### config.mk
export PLATFORM = sky130hd
export DESIGN_NAME = sliding_window_base_score
export DESIGN_NICKNAME = d
export VERILOG_FILES = /design/src/hw/rtl/swbs_pkg.sv /design/src/hw/rtl/swbs_ram.sv /design/src/hw/rtl/swbs_cfg.sv /design/src/hw/rtl/sliding_window_base_score.sv
export SDC_FILE = /design/constraint.sdc
export NUM_CORES = 1
export LEC_CHECK = 0
export ABC_AREA = 1
export BUFFER_PORTS_ARGS = -buffer_cell sky130_fd_sc_hd__buf_2
export CELL_PAD_IN_SITES_DETAIL_PLACEMENT = 1
export CELL_PAD_IN_SITES_GLOBAL_PLACEMENT = 2
export CORE_ASPECT_RATIO = 0.5
export CORE_MARGIN = 10
export CORE_UTILIZATION = 30
export DETAILED_ROUTE_END_ITERATION = 10
export GPL_TIMING_DRIVEN = 0
export PLACE_DENSITY = 0.68
export SYNTH_ARGS = -nofsm -noshare
export SYNTH_HDL_FRONTEND = slang
export SYNTH_SLANG_ARGS = --single-unit
### constraint.sdc
create_clock -name clk -period 7.9 [get_ports clk]
set_input_delay 0.395 -clock clk [delete_from_list [all_inputs] [get_ports clk]]
set_output_delay 0.395 -clock clk [all_outputs]
set_load 0.01 [all_outputs]
### src/hw/rtl/swbs_pkg.sv
// Shared widths, register indexes, configuration struct and score lookup.
package swbs_pkg;

  localparam int SWBS_WINDOW_MAX = 64;

  localparam int CODE_W     = 3;
  localparam int WIN_W      = 7;
  localparam int SCORE_W    = 16;
  localparam int SUM_W      = 22;
  localparam int CFG_IDX_W  = 3;
  localparam int CFG_DATA_W = 16;

  localparam logic [CFG_IDX_W-1:0] REG_WIN_SIZE    = 3'd0;
  localparam logic [CFG_IDX_W-1:0] REG_SCORE_A     = 3'd1;
  localparam logic [CFG_IDX_W-1:0] REG_SCORE_C     = 3'd2;
  localparam logic [CFG_IDX_W-1:0] REG_SCORE_G     = 3'd3;
  localparam logic [CFG_IDX_W-1:0] REG_SCORE_T     = 3'd4;
  localparam logic [CFG_IDX_W-1:0] REG_SCORE_OTHER = 3'd5;

  localparam logic [CODE_W-1:0] BASE_A = 3'd0;
  localparam logic [CODE_W-1:0] BASE_C = 3'd1;
  localparam logic [CODE_W-1:0] BASE_G = 3'd2;
  localparam logic [CODE_W-1:0] BASE_T = 3'd3;

  localparam logic [WIN_W-1:0] WINDOW_RESET = 7'd31;

  typedef logic signed [SCORE_W-1:0] score_t;
  typedef logic signed [SUM_W-1:0]   sum_t;

  typedef struct packed {
    logic [WIN_W-1:0] win;    // effective window, clamped to 1..WINDOW_MAX
    logic [WIN_W-1:0] half;   // win / 2
    score_t           sc_a;
    score_t           sc_c;
    score_t           sc_g;
    score_t           sc_t;
    score_t           sc_other;
  } cfg_t;

  function automatic sum_t score_of(input cfg_t cfg, input logic [CODE_W-1:0] code);
    score_t s;
    case (code)
      BASE_A:  s = cfg.sc_a;
      BASE_C:  s = cfg.sc_c;
      BASE_G:  s = cfg.sc_g;
      BASE_T:  s = cfg.sc_t;
      default: s = cfg.sc_other;
    endcase
    return sum_t'(s);
  endfunction

endpackage

### src/hw/rtl/swbs_ram.sv
// Generic single-port-write, single-port-read RAM with registered read data.
module swbs_ram #(
  parameter int WIDTH = 8,
  parameter int DEPTH = 64
) (
  input  logic                     clk,
  input  logic                     we,
  input  logic [$clog2(DEPTH)-1:0] waddr,
  input  logic [WIDTH-1:0]         wdata,
  input  logic                     re,
  input  logic [$clog2(DEPTH)-1:0] raddr,
  output logic [WIDTH-1:0]         rdata
);

  logic [WIDTH-1:0] mem [DEPTH];

  always_ff @(posedge clk) begin
    if (we) begin
      mem[waddr] <= wdata;
    end
    if (re) begin
      rdata <= mem[raddr];
    end
  end

endmodule

### src/hw/rtl/swbs_cfg.sv
// Configuration registers: window length and the five base scores.
module swbs_cfg #(
  parameter int WINDOW_MAX = swbs_pkg::SWBS_WINDOW_MAX
) (
  input  logic                            clk,
  input  logic                            rst,
  input  logic                            cfg_valid,
  output logic                            cfg_ready,
  input  logic [swbs_pkg::CFG_IDX_W-1:0]  cfg_index,
  input  logic [swbs_pkg::CFG_DATA_W-1:0] cfg_data,
  output swbs_pkg::cfg_t                  cfg
);
  import swbs_pkg::*;

  localparam logic [WIN_W-1:0] WIN_LIMIT = WIN_W'(WINDOW_MAX);

  logic [WIN_W-1:0] win_size;
  score_t           score_a;
  score_t           score_c;
  score_t           score_g;
  score_t           score_t_reg;
  score_t           score_other;
  logic [WIN_W-1:0] win_eff;

  assign cfg_ready = 1'b1;

  always_ff @(posedge clk) begin
    if (rst) begin
      win_size    <= WINDOW_RESET;
      score_a     <= '0;
      score_c     <= '0;
      score_g     <= '0;
      score_t_reg <= '0;
      score_other <= '0;
    end else if (cfg_valid) begin
      case (cfg_index)
        REG_WIN_SIZE:    win_size    <= cfg_data[WIN_W-1:0];
        REG_SCORE_A:     score_a     <= cfg_data;
        REG_SCORE_C:     score_c     <= cfg_data;
        REG_SCORE_G:     score_g     <= cfg_data;
        REG_SCORE_T:     score_t_reg <= cfg_data;
        REG_SCORE_OTHER: score_other <= cfg_data;
        default: ;
      endcase
    end
  end

  // A zero window behaves as one, anything past the delay line as its full length.
  always_comb begin
    if (win_size == '0) begin
      win_eff = WIN_W'(1);
    end else if (win_size > WIN_LIMIT) begin
      win_eff = WIN_LIMIT;
    end else begin
      win_eff = win_size;
    end
  end

  assign cfg.win      = win_eff;
  assign cfg.half     = win_eff >> 1;
  assign cfg.sc_a     = score_a;
  assign cfg.sc_c     = score_c;
  assign cfg.sc_g     = score_g;
  assign cfg.sc_t     = score_t_reg;
  assign cfg.sc_other = score_other;

endmodule

### src/hw/rtl/sliding_window_base_score.sv
// Sliding-window base score: a running window sum of per-base scores over a base stream.
//
// Input channel (in_valid/in_ready) takes one base item: a code and a last-of-sequence
// mark. Output channel (out_valid/out_ready) gives result items: the window sum, the
// running maximum of the sequence, an end-of-run mark and a too-short mark.
// Configuration channel (cfg_valid/cfg_ready, cfg_index, cfg_data) writes the window
// length (index 0) and the scores for codes A, C, G, T and other (indexes 1 to 5).
// The recent codes live in a RAM of WINDOW_MAX entries with a registered read.
// Each base is handled in order: the code leaving the window is read as the base is
// accepted, then the update step updates the sum, writes the new code and, if the base
// gives a result, loads the output register. After the last base of a sequence the
// first ceil(W/2) bases of the final window are subtracted, one result per base, so a
// sequence ends with ceil(W/2) extra results; a sequence shorter than W gives one error
// item instead. The input is taken again once the update (after a last base, the tail)
// is done, even while the last result still waits in the output register. When the
// receiver stalls, an update or tail step with a result waits for the output register.
// Reset sets the window to 31, the scores to zero and the sequence state to empty;
// the RAM is not cleared and needs no clearing pass.
module sliding_window_base_score #(
  parameter int WINDOW_MAX = swbs_pkg::SWBS_WINDOW_MAX
) (
  input  logic                            clk,
  input  logic                            rst,
  input  logic                            in_valid,
  output logic                            in_ready,
  input  logic [swbs_pkg::CODE_W-1:0]     base_code,
  input  logic                            final_base,
  output logic                            out_valid,
  input  logic                            out_ready,
  output swbs_pkg::sum_t                  window_sum,
  output swbs_pkg::sum_t                  running_max,
  output logic                            end_of_run,
  output logic                            too_short,
  input  logic                            cfg_valid,
  output logic                            cfg_ready,
  input  logic [swbs_pkg::CFG_IDX_W-1:0]  cfg_index,
  input  logic [swbs_pkg::CFG_DATA_W-1:0] cfg_data
);
  import swbs_pkg::*;

  localparam int PTR_W = $clog2(WINDOW_MAX);
  localparam int AX_W  = PTR_W + 1;
  localparam logic [AX_W-1:0]  WM_X    = AX_W'(WINDOW_MAX);
  localparam logic [PTR_W-1:0] PTR_TOP = PTR_W'(WINDOW_MAX - 1);

  localparam logic [1:0] S_IDLE    = 2'd0;
  localparam logic [1:0] S_STEP    = 2'd1;
  localparam logic [1:0] S_TAIL_RD = 2'd2;
  localparam logic [1:0] S_TAIL_EX = 2'd3;

  cfg_t cfg;

  logic [1:0]        state;
  logic [PTR_W-1:0]  wp;
  logic [WIN_W-1:0]  seen;
  sum_t              cur_sum;
  sum_t              best_sum;
  logic [CODE_W-1:0] code_q;
  logic              last_q;
  logic [WIN_W-1:0]  tail_idx;

  logic              in_fire;
  logic              out_free;
  logic              ram_re;
  logic              ram_we;
  logic [AX_W-1:0]   rd_off;
  logic [AX_W-1:0]   rd_raw;
  logic [PTR_W-1:0]  rd_addr;
  logic [CODE_W-1:0] rd_code;
  logic [PTR_W-1:0]  wp_next;

  logic [WIN_W-1:0]  seen_c;
  logic              full;
  sum_t              delta;
  sum_t              sum_next;
  sum_t              best_next;
  logic [WIN_W-1:0]  seen_next;
  logic              is_short;
  logic              emit;
  logic              step_go;

  logic [WIN_W-1:0]  tail_len;
  logic              tail_last;
  sum_t              tail_sum;
  logic              tail_go;

  logic              load_out;
  sum_t              out_sum_d;
  sum_t              out_max_d;
  logic              out_eor_d;
  logic              out_short_d;

  swbs_cfg #(
    .WINDOW_MAX (WINDOW_MAX)
  ) u_cfg (
    .clk       (clk),
    .rst       (rst),
    .cfg_valid (cfg_valid),
    .cfg_ready (cfg_ready),
    .cfg_index (cfg_index),
    .cfg_data  (cfg_data),
    .cfg       (cfg)
  );

  swbs_ram #(
    .WIDTH (CODE_W),
    .DEPTH (WINDOW_MAX)
  ) u_ram (
    .clk   (clk),
    .we    (ram_we),
    .waddr (wp),
    .wdata (code_q),
    .re    (ram_re),
    .raddr (rd_addr),
    .rdata (rd_code)
  );

  assign in_ready = (state == S_IDLE);
  assign in_fire  = in_valid && in_ready;
  assign out_free = !out_valid || out_ready;

  // The slot W places behind the write pointer, plus the tail offset while draining.
  assign rd_off  = (state == S_TAIL_RD) ? AX_W'(tail_idx) : '0;
  assign rd_raw  = {1'b0, wp} + WM_X - AX_W'(cfg.win) + rd_off;
  assign rd_addr = (rd_raw >= WM_X) ? PTR_W'(rd_raw - WM_X) : PTR_W'(rd_raw);
  assign ram_re  = in_fire || (state == S_TAIL_RD);
  assign wp_next = (wp == PTR_TOP) ? '0 : wp + PTR_W'(1);

  // Update step for one base.
  assign seen_c    = (seen > cfg.win) ? cfg.win : seen;
  assign full      = (seen_c == cfg.win);
  assign delta     = full ? (score_of(cfg, code_q) - score_of(cfg, rd_code))
                          : score_of(cfg, code_q);
  assign sum_next  = cur_sum + delta;
  assign best_next = (sum_next > best_sum) ? sum_next : best_sum;
  assign seen_next = full ? seen_c : seen_c + WIN_W'(1);
  assign is_short  = last_q && (seen_next < cfg.win);
  assign emit      = full || is_short || (seen_c >= cfg.half);
  assign step_go   = (state == S_STEP) && (!emit || out_free);
  assign ram_we    = step_go;

  // Tail step: remove the oldest ceil(W/2) bases of the final window one base at a time.
  assign tail_len  = cfg.win - cfg.half;
  assign tail_last = (tail_idx + WIN_W'(1) == tail_len);
  assign tail_sum  = cur_sum - score_of(cfg, rd_code);
  assign tail_go   = (state == S_TAIL_EX) && out_free;

  always_comb begin
    load_out    = 1'b0;
    out_sum_d   = sum_next;
    out_max_d   = best_next;
    out_eor_d   = 1'b0;
    out_short_d = 1'b0;
    if (step_go && emit) begin
      load_out = 1'b1;
      if (is_short) begin
        out_sum_d   = '0;
        out_eor_d   = 1'b1;
        out_short_d = 1'b1;
      end
    end else if (tail_go) begin
      load_out  = 1'b1;
      out_sum_d = tail_sum;
      out_max_d = best_sum;
      out_eor_d = tail_last;
    end
  end

  always_ff @(posedge clk) begin
    if (rst) begin
      state    <= S_IDLE;
      wp       <= '0;
      seen     <= '0;
      cur_sum  <= '0;
      best_sum <= '1;
      tail_idx <= '0;
    end else begin
      case (state)
        S_IDLE: begin
          if (in_fire) begin
            state <= S_STEP;
          end
        end
        S_STEP: begin
          if (step_go) begin
            wp <= wp_next;
            if (is_short) begin
              seen     <= '0;
              cur_sum  <= '0;
              best_sum <= '1;
              state    <= S_IDLE;
            end else begin
              seen     <= seen_next;
              cur_sum  <= sum_next;
              best_sum <= best_next;
              tail_idx <= '0;
              state    <= last_q ? S_TAIL_RD : S_IDLE;
            end
          end
        end
        S_TAIL_RD: begin
          state <= S_TAIL_EX;
        end
        S_TAIL_EX: begin
          if (tail_go) begin
            if (tail_last) begin
              seen     <= '0;
              cur_sum  <= '0;
              best_sum <= '1;
              state    <= S_IDLE;
            end else begin
              cur_sum  <= tail_sum;
              tail_idx <= tail_idx + WIN_W'(1);
              state    <= S_TAIL_RD;
            end
          end
        end
        default: state <= S_IDLE;
      endcase
    end
  end

  always_ff @(posedge clk) begin
    if (in_fire) begin
      code_q <= base_code;
      last_q <= final_base;
    end
  end

  always_ff @(posedge clk) begin
    if (rst) begin
      out_valid <= 1'b0;
    end else if (load_out) begin
      out_valid <= 1'b1;
    end else if (out_ready) begin
      out_valid <= 1'b0;
    end
  end

  always_ff @(posedge clk) begin
    if (load_out) begin
      window_sum  <= out_sum_d;
      running_max <= out_max_d;
      end_of_run  <= out_eor_d;
      too_short   <= out_short_d;
    end
  end

  assert property (@(posedge clk) disable iff (rst) ({1'b0, wp} < WM_X))
    else $error("write pointer ran past the delay line");

  assert property (@(posedge clk) disable iff (rst) load_out |-> (!out_valid || out_ready))
    else $error("output register loaded while still holding an item");

  assert property (@(posedge clk) disable iff (rst)
      (state == S_TAIL_RD || state == S_TAIL_EX) |-> (tail_idx < tail_len))
    else $error("tail index past the first half of the window");

  assert property (@(posedge clk) disable iff (rst)
      (load_out && out_eor_d) |=> (seen == '0 && cur_sum == '0 && best_sum == sum_t'(-1)))
    else $error("sequence state not cleared after the end-of-run item");

endmodule

Yosys cells after proc, flatten, opt, wreduce, memory -nomap -nowiden
Memories as Yosys holds them, arrays and structs flattened. A register that Yosys moved wholly into a read port is not among the register bits. Index checks and enable logic that the tools add are counted. Widths: inputs -> output; s select.

Bits in registers: 204. Bits in latches: 0. RAM bits: 192. ROM bits: 0. Bits of input ports: 28. Word-level logic and storage cells: 141. Memories kept: 1.

Memory list: u_ram.mem (words 64, bits a word 3, rd ports 1, clocked after Yosys merged registers in 1, write ports 1, line swbs_ram.sv:15) `logic [WIDTH-1:0] mem [DEPTH];`.

Add/sub/neg operators: 11. $mul: 0. Div/mod/pow operators: 0. Order comparisons: 6. Equal/unequal tests: 23. Shift operators: 0. Mux-type cells: 51. Bitwise logic cells: 0. Reductions and logical operators: 30.

Operators with widths (number): $mux 22 (14); $pmux 16 s4 (2); $mux 7 (13); $pmux 22 s2 (2); $pmux 7 s2 (2); $add 22x22->22 (1); $gt 22x22->1 (1); $sub 22x16->22 (1); $eq 3x2->1 const B (6); $sub 16x16->17 (1); $add 7x1->7 const B (2); $eq 7x7->1 (2); $reduce_and 2->1 (7); $mux 2 (6); $mux 6 (2); $ne 2x2->1 const B (5); $eq 3x1->1 const B (3); $logic_not 3->1 (3); $mux 1 (9); $pmux 2 s4 (1); $add 6x7->7 const B (1); $add 7x7->7 (1); $ge 7x6->1 (1); $ge 7x7->1 const B (1); other kinds (21) (34).

Depth between registers and ports, before layout
Gate-level depths: netlist (run 1).

Word-level depth: 17. Mapped depth: 47. Mapped depth without buffers: 44.

Cells and area by module
Synthesis (run 1) repeated with hierarchy kept, for this count alone.

Cell total of the unflattened synthesis: 2951. Area total of the unflattened synthesis: 23418.7 µm².

By module, submodules not included: sliding_window_base_score (instances 1, cells each 1743, area an instance 11775.0 µm², sequential area each 2842.7 µm²); swbs_ram (instances 1, cells each 734, area an instance 8225.4 µm², sequential area each 5855.6 µm²); swbs_cfg (instances 1, cells each 474, area an instance 3418.3 µm², sequential area each 1741.7 µm²).

Worst setup path after synthesis (run 1)
No wires, ideal clock.

Path type: reg-to-reg. Start point: reg code_q[1]. End point: reg running_max[16], data pin. Setup time: 268 ps. Arrival: 7094 ps. Setup slack: 538 ps. Cell stages (with the launch flop): 38. Path buffers: 2. Period minus slack after synthesis: 7362 ps. Cell sequence: edfxtp_1 -> inv_1 -> nor3_1 -> inv_1 -> clkbuf_1 -> o21ai_0 -> o32ai_1 -> ha_1 -> fa_1 -> o21ai_0 -> a31oi_1 -> o21bai_1 -> nand3_1 -> nand2_1 -> nand3_1 -> nand2_1 -> xnor2_1 -> a21oi_1 -> [... 2 more ...] -> nor2_1 -> nand2_1 -> o21ai_0 -> a21oi_1 -> o31a_1 -> nand2_1 -> nand2_1 -> ha_1 -> nand2_1 -> nor3_1 -> nand4_1 -> a31oi_1 -> a41oi_1 -> nand2_1 -> clkbuf_1 -> nand2_1 -> o21ai_0 -> o21ai_0.

Cells in the longest elaborated chain, start to end: 9. Elaborated cells on any way between the ends: 12. Those cells by class: add/sub: 2; order compare: 1; eq/ne: 3; mux: 5; reduce/logical: 1.

RTL lines: start, declared (line sliding_window_base_score.sv:58) `logic [CODE_W-1:0] code_q;`; start signal, assigned (line sliding_window_base_score.sv:225) `code_q <= base_code;`; $eq 3x2->1 (tied with other cells) (line swbs_pkg.sv:42) `case (code)`; $pmux 16 s4 (*) (line swbs_pkg.sv:42); $sub 16x16->17 (line sliding_window_base_score.sv:132) `assign delta = full ? (score_of(cfg, code_q) - score_of(cfg, rd_code))`; $mux 22 (*) (line sliding_window_base_score.sv:132); $add 22x22->22 (*) (line sliding_window_base_score.sv:134) `assign sum_next = cur_sum + delta;`; $gt 22x22->1 (line sliding_window_base_score.sv:135) `assign best_next = (sum_next > best_sum) ? sum_next : best_sum;`; $mux 22 (*) (line sliding_window_base_score.sv:135); $mux 22 (line sliding_window_base_score.sv:161) `end else if (tail_go) begin`; $mux 22 (*) (line sliding_window_base_score.sv:154) `if (step_go && emit) begin`; named net out_max_d[16] (line sliding_window_base_score.sv:89) `sum_t out_max_d;`; end signal, assigned (line sliding_window_base_score.sv:243) `running_max <= out_max_d;`; end, declared (line sliding_window_base_score.sv:31) `output swbs_pkg::sum_t running_max,`.

The timed path passes the listed nets; every way through them passes the cells marked *. A chain may end at the register's enable or synchronous reset.

Worst setup path in the final report (run 1)
Start point: reg code_q[1]. End point: reg running_max[20], data pin.

Same word-level chain as after synthesis.

==> results of run 1 <==
-- cells in the mapped netlist (all sizes together) (22+ instances only) --
| cell | count |
|---|---|
| nand4 | 26 |
| a21oi | 205 |
| clkbuf | 95 |
| xor2 | 53 |
| xnor2 | 22 |
| nor2 | 410 |
| dfxtp | 154 |
| nand2 | 458 |
| ha | 114 |
| buf | 33 |
| nand3 | 146 |
| inv | 237 |
| o21ai | 272 |
| o32ai | 59 |
| edfxtp | 245 |
| o22ai | 40 |
-- worst max-delay path, delay by kind of cell (launching register included) --
family / cells / cell delay, ns
buffers and inverters: 4 / 0.72
xor gates and xnor gates: 1 / 0.14
AOI/OAI and AO/OA: 16 / 2.67
and+or+nand+nor: 12 / 1.63
DFF: 1 / 0.50
adders and majority gates: 4 / 1.48
-- cell families (layout without fill, tap and decap cells) --
| group | count (synthesis) | in the layout | share of synthesized area, % |
|---|---|---|---|
| multiplexers | 1 | 1 | 0.0442 |
| adder cells (fa/ha/maj) | 123 | 123 | 7.09 |
| AO/OA/AOI/OAI | 662 | 662 | 16.9 |
| XOR/XNOR | 75 | 75 | 2.90 |
| buffers and inverters | 371 | 566 | 6.63 |
| AND/OR/NAND/NOR | 1069 | 1069 | 20.3 |
| flip-flops | 399 | 399 | 46.1 |
| other | 1 | 1 | 0.0166 |
-- path summary, 6_finish.rpt --
path / cells after the start / startpoint / slack, ns / endpoint
worst min register to register: 2 / u_cfg.score_g[12]$_SDFFE_PP0P_ / 0.48 / u_cfg.score_g[12]$_SDFFE_PP0P_
worst max-delay path: 37 / code_q[1]$_DFFE_PP_ / 0.46 / running_max[20]$_DFFE_PP_
worst max register to register: 37 / code_q[1]$_DFFE_PP_ / 0.46 / running_max[20]$_DFFE_PP_
worst min-delay path: 3 / cfg_data[11] / 0.12 / u_cfg.score_other[11]$_SDFFE_PP0P_
-- report_power, final --
| group | leakage, nW | internal, W | switching [W] |
|---|---|---|---|
| Combinational | 6.28 | 0.00131 | 0.00275 |
| Sequential | 3.48 | 0.00248 | 0.000117 |
| Clock | 0.660 | 0.00111 | 0.000945 |
| Total | 10.4 | 0.00490 | 0.00381 |
-- per-stage QoR --
step                      hold slack [ns]  instance area (um^2)  utilization, %  setup slack [ns]  std cells
after global placement              0.463                 24300            32.4             -3.46       3798
after CTS                           0.101                 26200            35.0           0.00475       3900
final                               0.119                 26600            35.4             0.465       3918
after detailed placement            0.463                 24600            32.8             -1.56       3809
after global routing                0.113                 26600            35.4           -0.0325       3918
after floorplan                     0.439                 22600               -             0.538       2701
-- per-layer routing --
layer | vias up | GRT usage, % | part of all wire (%)
met5 | - | 0 | 0
met4 | 0 | 4.82 | 2.3
met3 | 102 | 2.80 | 4.6
met2 | 400 | 30.5 | 46
met1 | 9943 | 25.8 | 48
li1 | 9679 | - | -
-- area by class of cell --
cell class                      count  share of cell area (%)
Multi-Input combinational cell   1931                    41.5
Sequential cell                   399                    39.3
Tap cell                         1022                    4.82
Clock buffer                       53                    4.31
Inverter                          243                    3.51
Timing Repair Buffer              117                    3.36
Buffer                            128                    2.36
Clock inverter                     25                   0.876
-- placed cells by master (no fill, tap or decap), drive strengths merged, types with 7 or more instances in the layout --
cell type and instances:
fa 9, o211ai 19, nand2 458, nand3 146, a31oi 17, nand4 26, clkinvlp 7, dfxtp 154
clkinv 20, xnor2 22, o21ai 272, o32ai 59, nor3 17, edfxtp 245, buf 147, inv 239
o22ai 40, a21o 7, xor2 53, clkbuf 147, nor2 410, a21oi 205, ha 114, a221oi 13
o221ai 8
-- repair_timing --
action	in CTS	in global routing
endpoints found under the setup margin	44	44
setup buffers	9	18
pin swaps	3	7
hold endpoints to repair	4	0
hold buffers	4	0
gates cloned	0	0
gates resized for setup	51	85
==> out/results.tsv, run 1 <==
stage	metric	value	unit
clock_tree	H-tree levels	2	
floorplan	row cnt	71	
timing	fmax	134	MHz
drt	initial DRC count	1345	
drt	DRT Pass-1 Iters	5	
global_route	initial antenna violation count	0	
timing	Slew @ Worst Pin	0.990	ns
min_path	worst hold-check path type	input port to flop	
logic_synthesis	Yosys top cell by area	edfxtp_1	
logic_synthesis	FFs w/ async S/R, synth	0	%
logic_synthesis	syn nets	2852	
worst_setup_path	Startpoint Class	flop	
clock_tree	worst skew pair latency	0.60	ns
clock_tree	clk slew on worst S/H paths	0.06	ns
logic_synthesis	syn avg cell area	8.39	um^2
drt	vias per inst	5.14	
power	Total Power	0.00871	W
global_route	largest net degree at the start of global routing	40	
logic_synthesis	Ys Warns	0	
placed_design	gpl congestion	0.845	
timing	Max Transition Viols Final	0	
power	Leak Pwr	10.4	nW
cells_and_area	final net count	3014	
worst_setup_path	crit path max fanout	10	
power	Power Density	328	nW/um^2
logic_synthesis	top-area cell type share of the netlist area	32.5	%
cells_and_area	layout cells sized above 1	11.8	%
logic_synthesis	Gate Count Post-Synth	2701	
job	number of max-cap violations	0	
outcome	outcome	complete, no violations	
timing	# setup viols final	0	
worst_setup_path	Worst setup EP type	flop	
worst_setup_path	Setup CP Type	flop to flop	
clock_tree	CTS Root Buffer Type	clkbuf_16	
drt	vias	20100	
worst_setup_path	CP peak stage delay	0.50	ns
global_route	total gr overflow	0	
clock_tree	CTS tree	done	
floorplan	Die H	214	um
logic_synthesis	number of synthesized flops with an enable pin	245	
clock_tree	cts bufs inserted	43	
floorplan	full die area	87600	um^2
clock_tree	clk buf depth	3	
placed_design	Post-DP HPWL	64.6	mm
global_route	first-pass GRT wire length	128	mm
worst_setup_path	Critical Path Most Common Cell	nand2_1	
cells_and_area	max FFs per register	192	
floorplan	io pins	77	
drt	drt total wl	85.0	mm
timing	period utilization	94.1	%
logic_synthesis	Mapped Area	22600	um^2
timing	final setup TNS	0	ns
logic_synthesis	Seq/Total Area, Yosys	46.1	%
worst_setup_path	WP data arrival	7.73	ns
cells_and_area	register area	10400	um^2
global_route	All-Layer GR Usage	18.7	%
timing	min cycle time layout	7.44	ns
logic_synthesis	main flop type after synthesis	edfxtp_1	
worst_setup_path	Req. time, crit path	8.19	ns
clock_tree	clock sinks	399	
timing	Worst slew margin	33.8	%
floorplan	Core Footprint	75000	um^2
timing	final count of hold timing violations	0	
power	Max rail drop VDD	0.000162	V
cells_and_area	Biggest register	u_ram.mem	
cells_and_area	Area Overhead vs Synth	17.2	%
logic_synthesis	Area contributors post-synth	edfxtp_1, dfxtp_1, nand2_1, nor2_1, ha_1	
timing	clock skew	0.0151	ns
floorplan	initial core utilization	30.2	%
cells_and_area	fill cell count	8878	
logic_synthesis	post-synth cell types	57	
global_route	number of global-route vias before repair	20700	
floorplan	die width	409	um
drt	drt drc	0	
drt	Avg WL per Cell	21.7	um
cells_and_area	Diodes inserted	0	
cells_and_area	multi-input logic area	11000	um^2
worst_setup_path	critical path's slowest cell	edfxtp_1	
logic_synthesis	Yosys reg bits	399	
placed_design	PortBufs	75	
drt	post-route ant nets	0	
No activity file was read; power rests on OpenSTA's default activity.
==> run 2, diff against run 1 <==
--- a/config.mk
+++ b/config.mk
@@ -13,7 +13,6 @@
 export CORE_MARGIN = 10
 export CORE_UTILIZATION = 30
 export DETAILED_ROUTE_END_ITERATION = 10
-export GPL_TIMING_DRIVEN = 0
 export PLACE_DENSITY = 0.68
 export SYNTH_ARGS = -nofsm -noshare
 export SYNTH_HDL_FRONTEND = slang
==> run 2 against run 1 <==
Design area shrank 3.3%. Flip-flop and latch count is the same. Combinational power shrank 8.1%. Total power shrank 3.2%. Count of clock-buffer cells in the layout shrank 2. Routed wire length shrank 8.4%. Die area is the same. Worst hold slack lost 0.034 ns.
==> out/results.tsv, run 2 (synthesized netlist as in run 1, its figures left out) <==
stage	metric	value	unit
global_route	largest net degree at the start of global routing	104	
worst_setup_path	crit path max fanout	31	
worst_setup_path	Startpoint Class	flop	
timing	Min Hold Slack	0.0851	ns
placed_design	gpl congestion	0.829	
timing	min cycle time layout	7.15	ns
cells_and_area	Biggest register	u_ram.mem	
cells_and_area	Finished Layout Cells	3808	
cells_and_area	Final Util	34.2	%
clock_tree	clock sinks	399	
power	power share of the clock group	24.6	%
outcome	outcome	complete, no violations	
job	number of max-cap violations	0	
global_route	number of global-route vias before repair	19600	
clock_tree	CTS Root Buffer Type	clkbuf_16	
drt	vias	19200	
drt	post-route ant nets	0	
worst_setup_path	Req. time, crit path	8.33	ns
drt	drt drc	0	
placed_design	Post-DP HPWL	56.1	mm
timing	# setup viols final	0	
drt	initial DRC count	1232	
power	Total Power	0.00843	W
drt	Avg WL per Cell	20.4	um
drt	vias per inst	5.04	
power	Power Density	328	nW/um^2
drt	DRT Pass-1 Iters	5	
timing	final count of hold timing violations	0	
clock_tree	clk buf depth	3	
floorplan	full die area	87600	um^2
worst_setup_path	Worst setup EP type	flop	
placed_design	PortBufs	75	
cells_and_area	layout cells sized above 1	10.2	%
power	sw frac	42.8	%
worst_setup_path	CP peak stage delay	0.48	ns
cells_and_area	most frequent cells in the layout	nand2_1, nor2_1, o21ai_0, edfxtp_1, inv_1	
cells_and_area	most common cell after layout, fill and taps aside	nand2_1	
drt	drt total wl	77.8	mm
placed_design	placed insts	3725	
power	share of power burned in registers	31.1	%
power	Sw Pwr	0.00360	W
timing	Max Transition Viols Final	0	
cells_and_area	Area Overhead vs Synth	13.3	%
global_route	All-Layer GR Usage	17.2	%
worst_setup_path	critical path's slowest cell	edfxtp_1	
power	Gate power share	44.2	%
cells_and_area	register area	10400	um^2
clock_tree	CTS tree	done	
cells_and_area	multi-input logic area	10800	um^2
floorplan	Core Footprint	75000	um^2
floorplan	io pins	77	
power	cell-internal power	0.00482	W
min_path	worst hold-check path type	input port to flop	
clock_tree	H-tree levels	2	
worst_setup_path	WP data arrival	7.58	ns
cells_and_area	final net count	2904	
timing	Slew @ Worst Pin	1.11	ns
floorplan	Die H	214	um
timing	fmax	140	MHz
timing	period utilization	90.5	%
floorplan	initial core utilization	30.2	%
floorplan	row cnt	71	
worst_setup_path	Critical Path Most Common Cell	nand2_1	
power	Leak Pwr	10.1	nW
clock_tree	cts bufs inserted	41	
global_route	initial antenna violation count	3	
timing	Worst slew margin	25.6	%
global_route	total gr overflow	0	
timing	final setup TNS	0	ns
power	Max rail drop VDD	0.000132	V
worst_setup_path	Setup CP Type	flop to flop	
cells_and_area	Diodes inserted	0	
floorplan	die width	409	um
cells_and_area	max FFs per register	192	
worst_setup_path	largest delay contributor family on the critical path	compound AO/OA/AOI/OAI gates	
cells_and_area	fill cell count	8900	
clock_tree	clk slew on worst S/H paths	0.07	ns
timing	clock skew	0.0459	ns
worst_setup_path	worst path buffer plus inverter count	3	
global_route	first-pass GRT wire length	120	mm
clock_tree	worst skew pair latency	0.63	ns
run 2: layer usage:
layer / global-route usage [%] / routed length [um] / share of wire, % / up-vias
met5: 0 / 0 / 0 / -
met4: 3.10 / 1010 / 1.3 / 0
met3: 2.35 / 2620 / 3.4 / 69
met2: 28.1 / 35600 / 46 / 257
met1: 24.3 / 38600 / 50 / 9444
li1: - / - / - / 9434
run 2: worst paths after layout:
check / startpoint / end / slack (ns) / cells after the start
min: cfg_data[10] / u_cfg.score_other[10]$_SDFFE_PP0P_ / 0.09 / 3
max reg2reg: code_q[2]$_DFFE_PP_ / best_sum[15]$_SDFFE_PP1P_ / 0.75 / 36
max: code_q[2]$_DFFE_PP_ / best_sum[15]$_SDFFE_PP1P_ / 0.75 / 36
min reg2reg: u_cfg.score_t_reg[11]$_SDFFE_PP0P_ / u_cfg.score_t_reg[11]$_SDFFE_PP0P_ / 0.48 / 2
run 2: power groups by stage:
| stage | logic, W | registers [W] | clock network [W] |
|---|---|---|---|
| floorplan | 0.00247 | 0.00267 | 0 |
| global placement | 0.00369 | 0.00267 | 0 |
| detailed placement | 0.00371 | 0.00268 | 0 |
| CTS | 0.00373 | 0.00263 | 0.00214 |
| global route | 0.00421 | 0.00264 | 0.00223 |
| finish | 0.00373 | 0.00262 | 0.00208 |
run 2: what timing repair did:
item / CTS / global route
gates resized for setup: 0 / 19
buffers inserted: 0 / 3
hold endpoints to repair: 4 / 0
hold buffers: 4 / 0
setup endpoints to repair: 0 / 44
run 2: layout make-up:
type / instances / area share [%]
inverters: 243 / 3.59
clock buffers: 51 / 4.30
multi-input cells: 1931 / 42.0
flip-flops and latches: 399 / 40.7
well taps: 1022 / 4.98
clock inverters: 25 / 1.12
repair buffers: 137 / 3.34
run 2: worst min-delay path: stages:
cell and delay (ns):
buf_2 0.12, nor2_1 0.05, nor2_1 0.08
run 2: stage by stage:
step	cell area, um^2	setup WS, ns
global route	25700	-0.00872
global placement	24200	0.522
floorplan	22600	0.538
CTS	25600	0.302
detailed placement	24200	0.341
finish	25700	0.748
==> run 3, diff against run 2 <==
--- a/config.mk
+++ b/config.mk
@@ -11,9 +11,10 @@
 export CELL_PAD_IN_SITES_GLOBAL_PLACEMENT = 2
 export CORE_ASPECT_RATIO = 0.5
 export CORE_MARGIN = 10
-export CORE_UTILIZATION = 30
+export CORE_UTILIZATION = 35
 export DETAILED_ROUTE_END_ITERATION = 10
-export PLACE_DENSITY = 0.68
+export PLACE_DENSITY = 0.77
+export SKIP_CTS_REPAIR_TIMING = 1
 export SYNTH_ARGS = -nofsm -noshare
 export SYNTH_HDL_FRONTEND = slang
 export SYNTH_SLANG_ARGS = --single-unit
==> run 3 against run 2 <==
Core utilization is 5.9 points higher. Highest routed layer unchanged. Sequential share of layout area is 0.32 points higher. Sequential power hardly changed. Register-to-register slack worse by 0.09 ns. Design area is 0.79% lower. Flip-flop and latch count stayed put. Combinational power hardly changed. Critical path depth is 6 higher. Clock skew is 0.027 ns lower. Cell count is 4.1% lower.
==> out/results.tsv, run 3 (synthesized netlist as in run 1, its figures left out) <==
stage	metric	value	unit
drt	vias	19400	
timing	period utilization	91.6	%
floorplan	io pins	77	
floorplan	full die area	75900	um^2
worst_setup_path	critical path's slowest cell	edfxtp_1	
worst_setup_path	RR Startpoint	u_ram.rdata[1]$_DFFE_PP_	
floorplan	die width	380	um
clock_tree	CTS tree	done	
timing	Min Hold Slack	0.0267	ns
cells_and_area	layout cells sized above 1	10.5	%
timing	min cycle time layout	7.24	ns
worst_setup_path	Startpoint Class	flop	
timing	Slew @ Worst Pin	1.18	ns
floorplan	row cnt	65	
floorplan	Core Footprint	63500	um^2
drt	DRT Pass-1 Iters	4	
power	Leak Pwr	10.1	nW
cells_and_area	design area	25500	um^2
clock_tree	H-tree levels	2	
clock_tree	clock sinks	399	
global_route	first-pass GRT wire length	117	mm
cells_and_area	register area	10400	um^2
global_route	largest net degree at the start of global routing	113	
timing	fmax	138	MHz
drt	drt total wl	75.5	mm
min_path	worst hold-check path type	input port to flop	
drt	drt drc	0	
cells_and_area	fill cell count	7535	
min_path	hold worst-path end	code_q[2]$_DFFE_PP_	
placed_design	pre-CTS setup slack	0.181	ns
worst_setup_path	worst path buffer plus inverter count	6	
placed_design	gpl congestion	0.843	
floorplan	Die H	200	um
cells_and_area	multi-input logic area	10800	um^2
drt	post-route ant nets	0	
timing	# setup viols final	0	
clock_tree	clk buf depth	3	
floorplan	initial core utilization	35.7	%
placed_design	PortBufs	75	
worst_setup_path	Crit Reg-Reg Endpoint	best_sum[0]$_SDFFE_PP1P_	
worst_setup_path	CP peak stage delay	0.58	ns
min_path	hold path cells	1	
clock_tree	CTS Root Buffer Type	clkbuf_16	
drt	Avg WL per Cell	20.7	um
drt	vias per inst	5.31	
clock_tree	clk slew on worst S/H paths	0.07	ns
worst_setup_path	Setup CP Type	flop to flop	
worst_setup_path	depth of the worst register-to-register path	42	
min_path	Worst Hold Launch	base_code[2]	
cells_and_area	Area Overhead vs Synth	12.4	%
global_route	total gr overflow	0	
timing	Worst slew margin	21.3	%
cells_and_area	most frequent cells in the layout	nand2_1, nor2_1, o21ai_0, edfxtp_1, inv_1	
placed_design	placed insts	3568	
global_route	All-Layer GR Usage	19.3	%
worst_setup_path	Worst setup EP type	flop	
cells_and_area	most common cell after layout, fill and taps aside	nand2_1	
drt	initial DRC count	1061	
job	number of max-cap violations	0	
outcome	outcome	complete, no violations	
global_route	initial antenna violation count	0	
cells_and_area	Biggest register	u_ram.mem	
timing	Max Transition Viols Final	0	
cells_and_area	final net count	2900	
power	Max rail drop VDD	0.000158	V
clock_tree	worst skew pair latency	0.58	ns
worst_setup_path	largest delay contributor family on the critical path	simple AND/OR/NAND/NOR gates	
worst_setup_path	Req. time, crit path	8.31	ns
timing	Worst Setup Slack, final	0.662	ns
clock_tree	cts bufs inserted	41	
placed_design	Area after DPL	23900	um^2
placed_design	Post-DP HPWL	53.1	mm
timing	clock skew	0.0187	ns
cells_and_area	max FFs per register	192	
worst_setup_path	WP data arrival	7.65	ns
worst_setup_path	Critical Path Most Common Cell	nand2_1	
worst_setup_path	crit path max fanout	12	
power	Total Power	0.00839	W
power	Power Density	329	nW/um^2
cells_and_area	Finished Layout Cells	3651	
timing	final count of hold timing violations	0	
cells_and_area	Diodes inserted	0	
global_route	number of global-route vias before repair	19900	
worst_setup_path	r2r setup slk	0.66	ns
-- run 3: changes by cell type in the layout (fill, tap and decap cells not counted), sizes merged --
cell	previous run	this run
clkbuf	51	58
clkinv	19	12
dlygate4sd3	4	1
bufinv	4	2
buf	133	132
-- run 3: area by class of cell --
cell class | count | share of cell area (%)
timing repair buffer | 133 | 3.21
multi-input combinational | 1931 | 42.5
inverter | 243 | 3.65
tap | 871 | 4.28
sequential | 399 | 41.0
clock inverter | 16 | 0.658
clock buffer | 58 | 4.72
-- run 3: metrics by stage --
stage,setup TNS [ns],util (%)
after floorplan,0,-
after CTS,0,39.8
after global placement,0,37.7
after global routing,-0.0500,40.1
final,0,40.1
after detailed placement,0,37.7
-- run 3: how the worst max path moves through the flow --
| stage | from | to | slack, ns | cells after the start |
|---|---|---|---|---|
| detailed placement | code_q[2]$_DFFE_PP_ | running_max[7]$_DFFE_PP_ | 0.18 | 39 |
| CTS | code_q[2]$_DFFE_PP_ | best_sum[18]$_SDFFE_PP1P_ | 0.12 | 36 |
| finish | u_ram.rdata[1]$_DFFE_PP_ | best_sum[0]$_SDFFE_PP1P_ | 0.66 | 42 |
| global route | code_q[1]$_DFFE_PP_ | best_sum[0]$_SDFFE_PP1P_ | -0.04 | 43 |
| global placement | code_q[2]$_DFFE_PP_ | best_sum[15]$_SDFFE_PP1P_ | 0.26 | 41 |
| floorplan | code_q[1]$_DFFE_PP_ | running_max[16]$_DFFE_PP_ | 0.54 | 37 |
-- run 3: routing by layer --
metal  share of wire, %  global-route usage [%]  vias up
li1                   -                       -     9415
met1                 49                    26.0     9613
met2                 46                    32.9      284
met3                3.7                    2.99       83
met4                1.8                    3.99        0
met5                  0                       0        -
-- run 3: power by group --
part	leakage, nW	internal, W	switching, W
registers	3.48	0.00248	0.000139
clock network	0.668	0.00113	0.000889
logic	5.93	0.00119	0.00255
